<file path="src/design/assert_macros.svh">
// Assertion macros for the PWM meter RTL.
// Included by the top level; expects a clock named clk and a reset named rst.
`ifndef ASSERT_MACROS_SVH
`define ASSERT_MACROS_SVH

// Checked on every edge, quiet while reset is high.
`define PFDM_ASSERT(lbl, prop, msg) \
  lbl: assert property (@(posedge clk) disable iff (rst) (prop)) else $error(msg);

// Checked on every edge, including reset.
`define PFDM_ASSERT_ALWAYS(lbl, prop, msg) \
  lbl: assert property (@(posedge clk) (prop)) else $error(msg);

`endif

</file>
<file path="src/design/pfdm_pkg.sv">
// Shared types and constants for the PWM frequency and duty meter.
// No dependencies.
`default_nettype none

package pfdm_pkg;

  localparam int unsigned STAMP_BITS_DEF = 32;
  localparam int unsigned JOBQ_DEPTH_DEF = 4;
  localparam int unsigned RESQ_DEPTH_DEF = 2;

  localparam int unsigned TPS_W   = 27;
  localparam int unsigned TMO_W   = 32;
  localparam int unsigned IDLE_W  = 32;
  localparam int unsigned FREQ_W  = 34;
  localparam int unsigned DUTY_W  = 10;
  localparam int unsigned WDATA_W = 32;
  localparam int unsigned REG_IDX_W = 1;

  localparam logic [REG_IDX_W-1:0] REG_TPS     = 1'd0;
  localparam logic [REG_IDX_W-1:0] REG_TIMEOUT = 1'd1;

  localparam logic [TPS_W-1:0]  TPS_RESET  = 27'd1000000;
  localparam logic [TMO_W-1:0]  TMO_RESET  = 32'd1000000;
  localparam logic [DUTY_W-1:0] DUTY_FULL  = 10'd1000;
  localparam logic [IDLE_W-1:0] IDLE_MAX   = {IDLE_W{1'b1}};

  typedef struct packed {
    logic [FREQ_W-1:0] freq;
    logic [DUTY_W-1:0] duty;
    logic              timed_out;
  } result_t;

  typedef struct packed {
    logic full;
    logic empty;
  } qstat_t;

  typedef enum logic [1:0] {
    BK_IDLE,
    BK_RUN,
    BK_DONE
  } bk_state_t;

endpackage

`default_nettype wire

</file>
<file path="src/design/pfdm_fifo.sv">
// Small first-word-fall-through queue, used for jobs and for results.
// Depends on pfdm_pkg for the status struct.
`default_nettype none

module pfdm_fifo #(
  parameter int unsigned WIDTH = 8,
  parameter int unsigned DEPTH = pfdm_pkg::JOBQ_DEPTH_DEF
) (
  input  wire logic             clk,
  input  wire logic             rst,
  input  wire logic             wr,
  input  wire logic [WIDTH-1:0] wdata,
  input  wire logic             rd,
  output logic      [WIDTH-1:0] rdata,
  output pfdm_pkg::qstat_t      stat
);

  localparam int unsigned PTR_W = $clog2(DEPTH);
  localparam int unsigned CNT_W = $clog2(DEPTH + 1);

  logic [WIDTH-1:0] mem [DEPTH];
  logic [PTR_W-1:0] wptr;
  logic [PTR_W-1:0] rptr;
  logic [CNT_W-1:0] count;
  logic             do_wr;
  logic             do_rd;

  assign stat.full  = (count == CNT_W'(DEPTH));
  assign stat.empty = (count == '0);
  assign do_wr = wr && !stat.full;
  assign do_rd = rd && !stat.empty;
  assign rdata = mem[rptr];

  always_ff @(posedge clk) begin
    if (do_wr) begin
      mem[wptr] <= wdata;
    end
  end

  always_ff @(posedge clk) begin
    if (rst) begin
      wptr  <= '0;
      rptr  <= '0;
      count <= '0;
    end else begin
      if (do_wr) begin
        wptr <= (wptr == PTR_W'(DEPTH - 1)) ? '0 : wptr + 1'b1;
      end
      if (do_rd) begin
        rptr <= (rptr == PTR_W'(DEPTH - 1)) ? '0 : rptr + 1'b1;
      end
      if (do_wr && !do_rd) begin
        count <= count + 1'b1;
      end else if (do_rd && !do_wr) begin
        count <= count - 1'b1;
      end
    end
  end

endmodule

`default_nettype wire

</file>
<file path="src/design/pfdm_front.sv">
// Front end: tick clock, edge detection, high time and timeout tracking.
// Emits one job word per result; depends on pfdm_pkg.
`default_nettype none

module pfdm_front #(
  parameter int unsigned STAMP_BITS = pfdm_pkg::STAMP_BITS_DEF
) (
  input  wire logic                          clk,
  input  wire logic                          rst,
  input  wire logic                          take,
  input  wire logic                          pin_level,
  input  wire logic [pfdm_pkg::TMO_W-1:0]    timeout_ticks,
  output logic                               job_push,
  output logic      [2*STAMP_BITS+1:0]       job_data
);

  logic [STAMP_BITS-1:0]           tick_clock;
  logic                            prev_level;
  logic [STAMP_BITS-1:0]           rise_stamp;
  logic [STAMP_BITS-1:0]           high_ticks;
  logic [pfdm_pkg::IDLE_W-1:0]     idle_ticks;
  logic                            in_timeout;

  logic [STAMP_BITS-1:0]           since_rise;
  logic [pfdm_pkg::IDLE_W-1:0]     idle_inc;
  logic                            rising;
  logic                            falling;
  logic                            measured;
  logic                            tmo_start;
  logic                            tmo_fall;

  assign since_rise = tick_clock - rise_stamp;
  assign rising     = pin_level && !prev_level;
  assign falling    = !pin_level && prev_level;
  assign measured   = rising && (since_rise != '0);
  assign idle_inc   = (idle_ticks == pfdm_pkg::IDLE_MAX) ? idle_ticks : idle_ticks + 1'b1;
  assign tmo_start  = !measured && !in_timeout && (idle_inc > timeout_ticks);
  assign tmo_fall   = !measured && in_timeout && falling;

  assign job_push = take && (measured || tmo_start || tmo_fall);
  // job word: measure flag, level, period, high time
  assign job_data = {measured, pin_level, since_rise, high_ticks};

  always_ff @(posedge clk) begin
    if (rst) begin
      tick_clock <= '0;
      prev_level <= 1'b0;
      rise_stamp <= '0;
      high_ticks <= '0;
      idle_ticks <= '0;
      in_timeout <= 1'b0;
    end else if (take) begin
      tick_clock <= tick_clock + 1'b1;
      prev_level <= pin_level;
      if (rising) begin
        rise_stamp <= tick_clock;
      end else if (falling) begin
        high_ticks <= since_rise;
      end
      if (measured) begin
        idle_ticks <= '0;
        in_timeout <= 1'b0;
      end else begin
        idle_ticks <= idle_inc;
        if (tmo_start) begin
          in_timeout <= 1'b1;
        end
      end
    end
  end

endmodule

`default_nettype wire

</file>
<file path="src/design/pfdm_back.sv">
// Back end: bit-serial dividers for frequency and duty, one job at a time.
// Depends on pfdm_pkg for the result struct and state type.
`default_nettype none

module pfdm_back #(
  parameter int unsigned STAMP_BITS = pfdm_pkg::STAMP_BITS_DEF
) (
  input  wire logic                          clk,
  input  wire logic                          rst,
  input  wire logic [pfdm_pkg::TPS_W-1:0]    ticks_per_second,
  input  wire logic [2*STAMP_BITS+1:0]       job_data,
  input  wire pfdm_pkg::qstat_t              job_stat,
  output logic                               job_pop,
  input  wire pfdm_pkg::qstat_t              res_stat,
  output logic                               res_push,
  output pfdm_pkg::result_t                  res
);

  localparam int unsigned SB    = STAMP_BITS;
  localparam int unsigned FW    = pfdm_pkg::FREQ_W;
  localparam int unsigned DW    = pfdm_pkg::DUTY_W;
  localparam int unsigned NUM_W = SB + DW;
  localparam int unsigned CNT_W = $clog2(FW);

  pfdm_pkg::bk_state_t state;
  pfdm_pkg::bk_state_t state_next;

  logic            job_meas;
  logic            job_level;
  logic [SB-1:0]   job_period;
  logic [SB-1:0]   job_high;
  logic [NUM_W-1:0] high_x1000;
  logic [FW-1:0]   tps_x100;

  logic [CNT_W-1:0] cnt;
  logic [FW-1:0]    num;
  logic [SB-1:0]    rem;
  logic [FW-1:0]    quo;
  logic [SB-1:0]    dvs;
  logic [NUM_W-1:0] dsr;
  logic [NUM_W-1:0] dden;
  logic [DW-1:0]    dq;
  logic             clamp;

  logic [SB:0]      rem_sh;
  logic [SB:0]      rem_dif;
  logic             fbit;
  logic             dbit;
  logic             last;

  assign job_meas   = job_data[2*SB+1];
  assign job_level  = job_data[2*SB];
  assign job_period = job_data[2*SB-1:SB];
  assign job_high   = job_data[SB-1:0];

  // high*1000 = high*1024 - high*16 - high*8
  assign high_x1000 = {job_high, 10'b0} - {6'b0, job_high, 4'b0} - {7'b0, job_high, 3'b0};
  // tps*100 = tps*64 + tps*32 + tps*4
  assign tps_x100 = {1'b0, ticks_per_second, 6'b0} + {2'b0, ticks_per_second, 5'b0}
                  + {5'b0, ticks_per_second, 2'b0};

  assign rem_sh  = {rem, num[FW-1]};
  assign rem_dif = rem_sh - {1'b0, dvs};
  assign fbit    = (rem_sh >= {1'b0, dvs});
  assign dbit    = (dsr >= dden);
  assign last    = (cnt == CNT_W'(FW - 1));

  always_comb begin
    state_next = state;
    case (state)
      pfdm_pkg::BK_IDLE: begin
        if (!job_stat.empty) begin
          state_next = job_meas ? pfdm_pkg::BK_RUN : pfdm_pkg::BK_DONE;
        end
      end
      pfdm_pkg::BK_RUN: begin
        if (last) begin
          state_next = pfdm_pkg::BK_DONE;
        end
      end
      pfdm_pkg::BK_DONE: begin
        if (!res_stat.full) begin
          state_next = pfdm_pkg::BK_IDLE;
        end
      end
      default: state_next = pfdm_pkg::BK_IDLE;
    endcase
  end

  always_comb begin
    job_pop  = 1'b0;
    res_push = 1'b0;
    case (state)
      pfdm_pkg::BK_IDLE: job_pop  = !job_stat.empty;
      pfdm_pkg::BK_DONE: res_push = !res_stat.full;
      default: begin
        job_pop  = 1'b0;
        res_push = 1'b0;
      end
    endcase
  end

  always_ff @(posedge clk) begin
    if (rst) begin
      state <= pfdm_pkg::BK_IDLE;
      cnt   <= '0;
    end else begin
      state <= state_next;
      if (job_pop) begin
        cnt <= '0;
      end else if (state == pfdm_pkg::BK_RUN) begin
        cnt <= cnt + 1'b1;
      end
    end
  end

  always_ff @(posedge clk) begin
    if (job_pop) begin
      if (job_meas) begin
        num   <= tps_x100;
        rem   <= '0;
        quo   <= '0;
        dvs   <= job_period;
        dsr   <= high_x1000;
        dden  <= {1'b0, job_period, 9'b0};
        dq    <= '0;
        clamp <= (job_high >= job_period);
      end else begin
        res.freq      <= '0;
        res.duty      <= job_level ? pfdm_pkg::DUTY_FULL : '0;
        res.timed_out <= 1'b1;
      end
    end else if (state == pfdm_pkg::BK_RUN) begin
      num <= {num[FW-2:0], 1'b0};
      rem <= fbit ? rem_dif[SB-1:0] : rem_sh[SB-1:0];
      quo <= {quo[FW-2:0], fbit};
      if (cnt < CNT_W'(DW)) begin
        if (dbit) begin
          dsr <= dsr - dden;
        end
        dq   <= {dq[DW-2:0], dbit};
        dden <= {1'b0, dden[NUM_W-1:1]};
      end
      if (last) begin
        res.freq      <= {quo[FW-2:0], fbit};
        res.duty      <= clamp ? pfdm_pkg::DUTY_FULL : dq;
        res.timed_out <= 1'b0;
      end
    end
  end

endmodule

`default_nettype wire

</file>
<file path="src/design/pwm_frequency_duty_meter.sv">
// PWM frequency and duty meter, top level.
// Usage: one word per tick on push/full carries pin_level. A rising edge
// with a nonzero period yields a word with freq_centihz (tick rate * 100 /
// period) and duty_tenths (high time * 1000 / period, clamped to 1000).
// After more than timeout_ticks ticks without a measurement a timed_out word
// reports freq 0 and the held level; while timed out, each falling edge
// reports again. Results leave on empty/pop, oldest first.
// Config: wr_en/wr_index/wr_data, index 0 ticks_per_second, 1 timeout_ticks;
// write only while idle.
// Path: measurement words go through the job queue and the 34-step serial
// divider in the back end; timeout words bypass the divider.
// Throughput: the front takes one tick per cycle while the 4-deep job queue
// has room; the back holds each job until its result is queued.
// Reset clears the tick clock, edge and timeout state and both queues;
// registers return to 1000000. If the receiver stalls, results queue up,
// then jobs, and full rises until pop drains them.
`default_nettype none
`include "assert_macros.svh"

module pwm_frequency_duty_meter #(
  parameter int unsigned STAMP_BITS = pfdm_pkg::STAMP_BITS_DEF,
  parameter int unsigned JOBQ_DEPTH = pfdm_pkg::JOBQ_DEPTH_DEF,
  parameter int unsigned RESQ_DEPTH = pfdm_pkg::RESQ_DEPTH_DEF
) (
  input  wire logic                              clk,
  input  wire logic                              rst,
  input  wire logic                              push,
  output logic                                   full,
  input  wire logic                              pin_level,
  output logic                                   empty,
  input  wire logic                              pop,
  output logic      [pfdm_pkg::FREQ_W-1:0]       freq_centihz,
  output logic      [pfdm_pkg::DUTY_W-1:0]       duty_tenths,
  output logic                                   timed_out,
  input  wire logic                              wr_en,
  input  wire logic [pfdm_pkg::REG_IDX_W-1:0]    wr_index,
  input  wire logic [pfdm_pkg::WDATA_W-1:0]      wr_data
);

  localparam int unsigned JOB_W = 2 * STAMP_BITS + 2;
  localparam int unsigned RES_W = $bits(pfdm_pkg::result_t);

  logic [pfdm_pkg::TPS_W-1:0] ticks_per_second;
  logic [pfdm_pkg::TMO_W-1:0] timeout_ticks;

  logic              take;
  logic              job_push;
  logic [JOB_W-1:0]  job_in;
  logic [JOB_W-1:0]  job_out;
  logic              job_pop;
  pfdm_pkg::qstat_t  jobq_stat;
  logic              res_push;
  pfdm_pkg::result_t res_in;
  logic [RES_W-1:0]  res_out;
  pfdm_pkg::qstat_t  resq_stat;
  pfdm_pkg::result_t res_head;

  always_ff @(posedge clk) begin
    if (rst) begin
      ticks_per_second <= pfdm_pkg::TPS_RESET;
      timeout_ticks    <= pfdm_pkg::TMO_RESET;
    end else if (wr_en) begin
      case (wr_index)
        pfdm_pkg::REG_TPS:     ticks_per_second <= wr_data[pfdm_pkg::TPS_W-1:0];
        pfdm_pkg::REG_TIMEOUT: timeout_ticks    <= wr_data[pfdm_pkg::TMO_W-1:0];
        default: ;
      endcase
    end
  end

  assign full = jobq_stat.full;
  assign take = push && !jobq_stat.full;

  pfdm_front #(
    .STAMP_BITS(STAMP_BITS)
  ) u_front (
    .clk(clk),
    .rst(rst),
    .take(take),
    .pin_level(pin_level),
    .timeout_ticks(timeout_ticks),
    .job_push(job_push),
    .job_data(job_in)
  );

  pfdm_fifo #(
    .WIDTH(JOB_W),
    .DEPTH(JOBQ_DEPTH)
  ) u_jobq (
    .clk(clk),
    .rst(rst),
    .wr(job_push),
    .wdata(job_in),
    .rd(job_pop),
    .rdata(job_out),
    .stat(jobq_stat)
  );

  pfdm_back #(
    .STAMP_BITS(STAMP_BITS)
  ) u_back (
    .clk(clk),
    .rst(rst),
    .ticks_per_second(ticks_per_second),
    .job_data(job_out),
    .job_stat(jobq_stat),
    .job_pop(job_pop),
    .res_stat(resq_stat),
    .res_push(res_push),
    .res(res_in)
  );

  pfdm_fifo #(
    .WIDTH(RES_W),
    .DEPTH(RESQ_DEPTH)
  ) u_resq (
    .clk(clk),
    .rst(rst),
    .wr(res_push),
    .wdata(res_in),
    .rd(pop),
    .rdata(res_out),
    .stat(resq_stat)
  );

  assign res_head     = pfdm_pkg::result_t'(res_out);
  assign empty        = resq_stat.empty;
  assign freq_centihz = res_head.freq;
  assign duty_tenths  = res_head.duty;
  assign timed_out    = res_head.timed_out;

  `PFDM_ASSERT(a_job_room, job_push |-> !jobq_stat.full, "job pushed into a full queue")
  `PFDM_ASSERT(a_res_room, res_push |-> !resq_stat.full, "result pushed into a full queue")
  `PFDM_ASSERT(a_tmo_freq, (res_push && res_in.timed_out) |-> (res_in.freq == '0), "timeout freq set")
  `PFDM_ASSERT(a_duty_max, !empty |-> (duty_tenths <= pfdm_pkg::DUTY_FULL), "duty above full scale")
  `PFDM_ASSERT_ALWAYS(a_rst_empty, rst |=> empty, "result queue not empty after reset")

endmodule

`default_nettype wire
</file>
<file path="config.mk">
export PLATFORM = sky130hd
export DESIGN_NAME = pwm_frequency_duty_meter
export DESIGN_NICKNAME = d
export VERILOG_FILES = /design/src/design/pfdm_pkg.sv /design/src/design/pfdm_fifo.sv /design/src/design/pfdm_front.sv /design/src/design/pfdm_back.sv /design/src/design/pwm_frequency_duty_meter.sv
export VERILOG_INCLUDE_DIRS = /design/src /design/src/design
export SDC_FILE = /design/constraint.sdc
export NUM_CORES = 2
export LEC_CHECK = 0
export BUFFER_PORTS_ARGS = -buffer_cell sky130_fd_sc_hd__buf_2
export CORE_MARGIN = 5
export CORE_UTILIZATION = 50
export DETAILED_ROUTE_END_ITERATION = 8
export HOLD_SLACK_MARGIN = 0.15
export PLACE_DENSITY = 0.65
export SLEW_MARGIN = 20
export SYNTH_ARGS = -nofsm -noshare
export SYNTH_HDL_FRONTEND = slang
export SYNTH_SLANG_ARGS = --single-unit
</file>
<file path="constraint.sdc">
create_clock -name clk -period 6.4 [get_ports clk]
set_clock_uncertainty 0.1 [all_clocks]
set_input_delay 0.32 -clock clk [delete_from_list [all_inputs] [get_ports clk]]
set_output_delay 0.32 -clock clk [all_outputs]
set_load 0.01 [all_outputs]
</file>
Word-level counts from Yosys, hierarchy flattened. Memories as Yosys holds them, arrays and structs flattened. A register that Yosys moved wholly into a read port is not among the register bits. Index checks and enable logic that the tools add are counted. Widths: inputs -> output; s select.

Flip-flop bits (word level): 479. Bits in latches: 0. RAM bits: 354. ROM bits: 0. Input bits: 39. Memories: 2.

$add $sub $neg: 18. Multiply operators: 0. Div/mod/pow operators: 0. $lt $le $gt $ge: 5. Equality and inequality tests: 13. Shift-type cells: 0. Multiplexer cells: 56. Bitwise logic cells: 2. Reduce and logical (&&, ||, !) cells: 54.

Memory list: u_jobq.mem (words 4, bits a word 66, read ports 1, clocked after memory_dff 1, wr ports 1, line pfdm_fifo.sv:21) `logic [WIDTH-1:0] mem [DEPTH];`; u_resq.mem (words 2, bits a word 45, read ports 1, clocked after memory_dff 1, wr ports 1, line pfdm_fifo.sv:21).

Operators with widths (count): $mux 42 (9); $mux 32 (6); $mux 45 (4); $mux 34 (3); $mux 33 (3); $add 32x1->32 const B (2); $sub 32x32->32 (2); $mux 10 (6); $ge 42x42->1 (1); $sub 42x35->42 (1); $sub 42x36->42 (1); $sub 42x42->42 (1); $add 33x32->34 (1); $add 34x29->34 (1); $ge 33x32->1 (1); $eq 32x32->1 const B (1); $ge 32x32->1 (1); $gt 32x32->1 (1); $reduce_bool 32->1 (1); $mux 2 (10); $logic_and 1x1->1 (17); $reduce_bool 2->1 (7); $logic_not 1->1 (12); $mux 1 (12); 23 further kinds (44).

Depth between registers and ports, before layout.
Word-level depth: 14. Gate-level depth with buffers: 29. Depth with buffers taken out: 27.

Cells and area by module. From an unflattened synthesis, not the netlist that was laid out.

Cell total of the unflattened synthesis: 3924. Area total of the unflattened synthesis: 44527.7 um2.

By module, submodules not included: pfdm_back (instances 1, cells an instance 2033, area each 19997.9 um2, sequential area each 8207.9 um2); pfdm_fifo at u_jobq (instances 1, cells an instance 394, area each 10020.9 um2, sequential area each 8107.8 um2); pfdm_front (instances 1, cells an instance 1098, area each 8555.7 um2, sequential area each 2602.5 um2); pfdm_fifo at u_resq (instances 1, cells an instance 165, area each 3452.1 um2, sequential area each 2802.7 um2); pwm_frequency_duty_meter (instances 1, cells an instance 234, area each 2501.1 um2, sequential area each 1181.1 um2).

Worst setup path after synthesis. No wires, ideal clock.

Kind: register -> register. Start point: register u_back.dden[0]. End point: register u_back.dsr[0], enable pin. Setup time: 0.500 ns. Data arrival time: 5.702 ns. Setup slack: 0.099 ns. Cell stages (with the launch flop): 14. Clock period less this slack: 6.301 ns. Cells stage by stage: edfxtp_1 > ha_1 > fa_1 > nor2b_1 > o31a_1 > o41ai_1 > a211oi_1 > o211ai_1 > a21oi_1 > a211oi_1 > o21ai_0 > nand2_1 > a32o_1 > o21ai_0.

Word-level cells in the longest chain between the ends: 3.

RTL lines: start, declared (line pfdm_back.sv:41) `logic [NUM_W-1:0] dden;`; start signal, assigned (line pfdm_back.sv:125) `dden <= {1'b0, job_period, 9'b0};`; start signal, assigned (line pfdm_back.sv:142) `dden <= {1'b0, dden[NUM_W-1:1]};`; $ge 42x42->1 (line pfdm_back.sv:65) `assign dbit = (dsr >= dden);`; $reduce_bool 2->1 (no line); $reduce_and 4->1 (no line); end signal, assigned (line pfdm_back.sv:124) `dsr <= high_x1000;`; end signal, assigned (line pfdm_back.sv:139) `dsr <= dsr - dden;`; end, declared (line pfdm_back.sv:40) `logic [NUM_W-1:0] dsr;`.

No other way between the ends. A chain may end at the register's enable or synchronous reset.

Worst setup path after layout.
Start point: register u_front.idle_ticks[15] in the netlist's numbering. End point: register u_jobq.count[2].

Word-level cells in the longest chain between the ends: 11. Elaborated cells on any way between the ends: 14.

RTL lines: start, declared (line pfdm_front.sv:21) `logic [pfdm_pkg::IDLE_W-1:0] idle_ticks;`; start signal, assigned (line pfdm_front.sv:64) `idle_ticks <= idle_inc;`; $add 32x1->32 or $eq 32x32->1 (tied branches) (line pfdm_front.sv:36) `assign idle_inc = (idle_ticks == pfdm_pkg::IDLE_MAX) ? idle_ticks : idle_ticks + 1'b1;`; $mux 32 (*) (line pfdm_front.sv:36); $gt 32x32->1 (*) (line pfdm_front.sv:37) `assign tmo_start = !measured && !in_timeout && (idle_inc > timeout_ticks);`; $logic_and 1x1->1 (*) (line pfdm_front.sv:37); $logic_or 1x1->1 (*) (2 in series) (line pfdm_front.sv:40) `assign job_push = take && (measured || tmo_start || tmo_fall);`; $logic_and 1x1->1 (*) (line pfdm_front.sv:40); $logic_and 1x1->1 (*) (line pfdm_fifo.sv:30) `assign do_wr = wr && !stat.full;`; named net u_jobq.do_wr (line pfdm_fifo.sv:25) `logic do_wr;`; $logic_not 1->1 (line pfdm_fifo.sv:54) `end else if (do_rd && !do_wr) begin`; $logic_and 1x1->1 (line pfdm_fifo.sv:54); $reduce_bool 2->1 (no line); end signal, assigned (line pfdm_fifo.sv:53) `count <= count + 1'b1;`; end signal, assigned (line pfdm_fifo.sv:55) `count <= count - 1'b1;`; end, declared (line pfdm_fifo.sv:24) `logic [CNT_W-1:0] count;`.

The timed path passes the listed nets; every way through them passes the cells marked *.

==> metrics.md <==
| Metric | Value |
|---|---|
| Peak Freq | `0.170 GHz` |
| Worst setup SP type | `register` |
| Layout net count | `4393` |
| Max-cap violations | `0` |
| Status | `finished, final reports clean` |
| Pre-CTS setup slack | `0.599 ns` |
| Syn-to-layout area delta | `11.8%` |
| Routed WL | `96.9 mm` |
| FF+latch count, synth | `833` |
| Final Setup Violations | `0` |
| Clk root buf | `clkbuf_16` |
| IO Count | `86` |
| Count of pins over their slew limit | `0` |
| Share of layout cells above drive strength 1 | `11.3%` |
| Flop2flop setup slack | `0.52 ns` |
| Hold Path End | `u_front.idle_ticks[1]$_SDFFE_PP0P_` |
| Yosys cell types | `80` |
| Global-route usage over all layers | `20.3%` |
| Crit Reg-Reg Endpoint | `u_jobq.count[2]$_SDFFE_PP0P_` |
| Post-CTS Resized | `0` |
| Final hold violations | `0` |
| LEAKAGE | `18.8 nW` |
| Inserted Clock Buffers | `87` |
| Req. time, crit path | `6.86 ns` |
| Part of the power in the clock network | `19.3%` |
| Switching Power | `10.7 mW` |
| CTS tree | `done` |
| Drt pass-1 iters | `5` |
| Die X | `306 um` |
| Initial Util | `50.4%` |
| Die height | `306 um` |
| Hold path cells | `5` |
| Initial antenna violation count | `5` |
| Die area | `0.0934 mm^2` |
| Post-DP HPWL | `67.2 mm` |
| Total setup buffers inserted after CTS | `0` |
| Comb pwr share | `49.1%` |
| Fin crit share | `91.8%` |
| Sequential power share | `31.6%` |
| Worst reg2reg path depth | `27` |
| Worst reg2reg path startpoint | `u_front.idle_ticks[15]$_SDFFE_PP0P_` |
| Mapped Area | `0.0437 mm^2` |
| Final Cell Area | `0.0489 mm^2` |
| Worst Setup End Kind | `register` |
| Clk Latency, worst-skew pair | `0.64 ns` |
| Post-synthesis sequential area ratio | `52.4%` |
| CP Class | `register to register` |
| Setup Total Neg Slack | `0 ns` |
| Yosys warns | `0` |
| Clk buf depth | `3` |
| Synthesized netlist cell count | `3943` |
| Vias per inst | `5.58` |
| Largest net degree at the start of global routing | `202` |
| Core area | `0.0868 mm^2` |
| Antenna Nets Post-Route | `0` |
| Row cnt | `108` |
| Cell Area, Placed | `0.0454 mm^2` |
| Relative slew slack | `29.3%` |
| Worst vdd ir | `0.492 mV` |
| Power per Cell Area | `548 mW/mm^2` |
| Commonest register cell after synthesis | `edfxtp_1` |
| Worst hold path class | `input port to register` |
| Port Buffers | `85` |
| EDFF count, synth | `622` |
| CP arrival | `6.34 ns` |
| Period minus WS final | `5.88 ns` |
| First-pass GRT wire length | `155 mm` |
| Via count | `29408` |
| Internal cell power | `16.1 mW` |
| Clock H-tree levels | `3` |
| DRC Markers | `0` |
| RePlAce Congestion | `0.875` |
| Mapped Nets | `4289` |
| Final setup slack of the worst path | `0.523 ns` |
| Hold Buf Count CTS | `47` |
| Ys async rst share | `0%` |
| HP Start | `push` |
| Worst-Margin Slew | `1.06 ns` |
| Clock Sinks | `833` |
| Switch share | `39.8%` |
| Syn_area_per_cell | `11.1 um^2` |
| Wire length per cell | `18.4 um` |
| Worst-path clk slew | `0.06 ns` |
| Remaining global-route overflow | `0` |
| Unrepaired setup endpoints after global routing | `no` |
| Vias in the first global route | `28626` |
| DRT iter0 DRCs | `2208` |
| Crit Path Max Fanout | `11` |
-- registers in the layout, indices dropped and copies added, names as in the netlist, 3 cells and up, named ones only --
signal	cells
u_back.rem	32
u_front.tick_clock	32
u_jobq.mem	264
u_front.idle_ticks	32
timeout_ticks	32
u_resq.mem	90
u_front.high_ticks	32
u_back.dsr	42
u_back.dden	41
u_back.res	45
u_back.num	32
u_jobq.count	3
u_front.rise_stamp	32
u_back.dvs	32
u_back.dq	10
ticks_per_second	27
u_back.cnt	6
u_back.quo	33
-- worst max-delay path, cell delays in order, from the launching register on --
cell      delay (ns)
dfxtp_1         0.36
and4_1          0.26
and4_1          0.27
nand4_1         0.19
or3_1           0.38
nor3b_1         0.51
nand2b_1        0.19
nor2_1          0.36
nand3_1         0.15
xnor2_1         0.15
ha_1            0.30
nand4_1         0.08
nor2_1          0.20
nand4_1         0.19
or3_1           0.34
nand3_1         0.10
nor2_1          0.04
o21ai_0         0.10
nand2_1         0.09
a21oi_1         0.17
o21a_2          0.20
inv_2           0.06
ha_1            0.20
inv_1           0.07
fa_1            0.17
xor2_1          0.08
or3_1           0.32
a21oi_1         0.14
-- power groups by stage --
stage | Combinational (mW) | Clock [mW] | Sequential (mW)
2_1_floorplan | 9.81 | 0 | 8.42
3_3_place_gp | 12.9 | 0 | 8.53
3_5_place_dp | 13.0 | 0 | 8.56
4_1_cts | 13.2 | 5.28 | 8.46
5_1_grt | 14.6 | 5.52 | 8.58
6_report | 13.1 | 5.17 | 8.45
-- layout make-up --
type | instances | area, um^2
repair buffers | 169 | 1290
clock inverters | 51 | 591
fillers | 7419 | 37900
well taps | 1155 | 1450
clock buffers | 108 | 2360
inverters | 267 | 1000
multi-input cells | 2689 | 19300
diodes | 2 | 5.00
flip-flops and latches | 833 | 22900
-- kinds of logic after synthesis --
group | share of synthesized area, %
buffers and inverters | 3.68
AND/OR/NAND/NOR | 12.8
multiplexers | 4.99
XOR/XNOR | 4.51
AO/OA/AOI/OAI | 11.9
adder cells (fa/ha/maj) | 9.70
flip-flops | 52.4
-- stage by stage --
step	std cells	utilization [%]	total power, mW	hold slack [ns]
global route	5273	56.3	28.7	0.233
floorplan	3943	-	18.2	0.319
global placement	5066	52.4	21.4	0.322
finish	5274	56.3	26.8	0.220
CTS	5272	56.3	26.9	0.178
detailed placement	5066	52.4	21.6	0.330
-- metal layers --
metal	wire [um]	part of all wire [%]	track usage, %
met1	44800	46	29.2
met2	44600	46	32.3
met3	4800	5.0	3.31
met4	2700	2.8	5.85
met5	0	0	0
-- how the worst max path moves through the flow --
stage	end	slack, ns	start
finish	u_jobq.count[2]$_SDFFE_PP0P_	0.52	u_front.idle_ticks[15]$_SDFFE_PP0P_
global route	u_jobq.count[2]$_SDFFE_PP0P_	0.05	u_front.idle_ticks[13]$_SDFFE_PP0P_
CTS	u_jobq.mem[3][36]$_DFFE_PP_	0.57	u_front.idle_ticks[15]$_SDFFE_PP0P_
detailed placement	u_jobq.mem[3][64]$_DFFE_PP_	0.60	u_front.idle_ticks[15]$_SDFFE_PP0P_
global placement	u_jobq.count[2]$_SDFFE_PP0P_	0.64	u_front.idle_ticks[15]$_SDFFE_PP0P_
floorplan	u_back.dsr[0]$_SDFFCE_PP0P_	0.1	u_back.dden[0]$_SDFFCE_PP0P_
-- cell usage after synthesis (all sizes together), types with 9 or more instances --
cell,n,area share [%]
ha,254,7.3
dfxtp,211,9.7
nor3,59,0.68
or3,26,0.37
mux2i,12,0.27
and4,10,0.20
o21a,38,0.66
edfxtp,622,43
buf,24,0.27
nand2,479,4.1
or2,13,0.19
o21ai,194,2.2
nand2b,27,0.39
and3,35,0.50
a211oi,25,0.43
fa,53,2.4
xnor2,121,2.4
and2,62,0.89
o211ai,19,0.33
inv,266,2.3
nor2,261,2.4
o31a,18,0.36
xor2,104,2.1
nor2b,32,0.46
clkbuf,130,1.1
o21bai,21,0.36
a21boi,9,0.15
a31oi,18,0.26
nand3,93,1.1
nand4,51,0.73
nor3b,10,0.17
mux2,51,1.3
o31ai,12,0.21
a21oi,294,3.4
a21o,101,1.7
nor4,17,0.26
mux4,66,3.4
-- cells in the final DEF (no fill, tap or decap), types with 35 or more instances in the layout --
master           n
clkbuf_16       88
nor2_1         230
dfxtp_1        208
xnor2_1        121
o21ai_0        188
nor3_1          59
nand4_1         51
edfxtp_1       622
xor2_1         104
nand2_1        477
and3_1          35
fa_1            53
dlygate4sd3_1   47
inv_1          263
a21o_1         101
mux2_2          51
and2_1          57
mux4_2          66
buf_2           84
nand3_1         93
o21a_1          37
a21oi_1        294
ha_1           254
(Power assumes the default switching activity.)
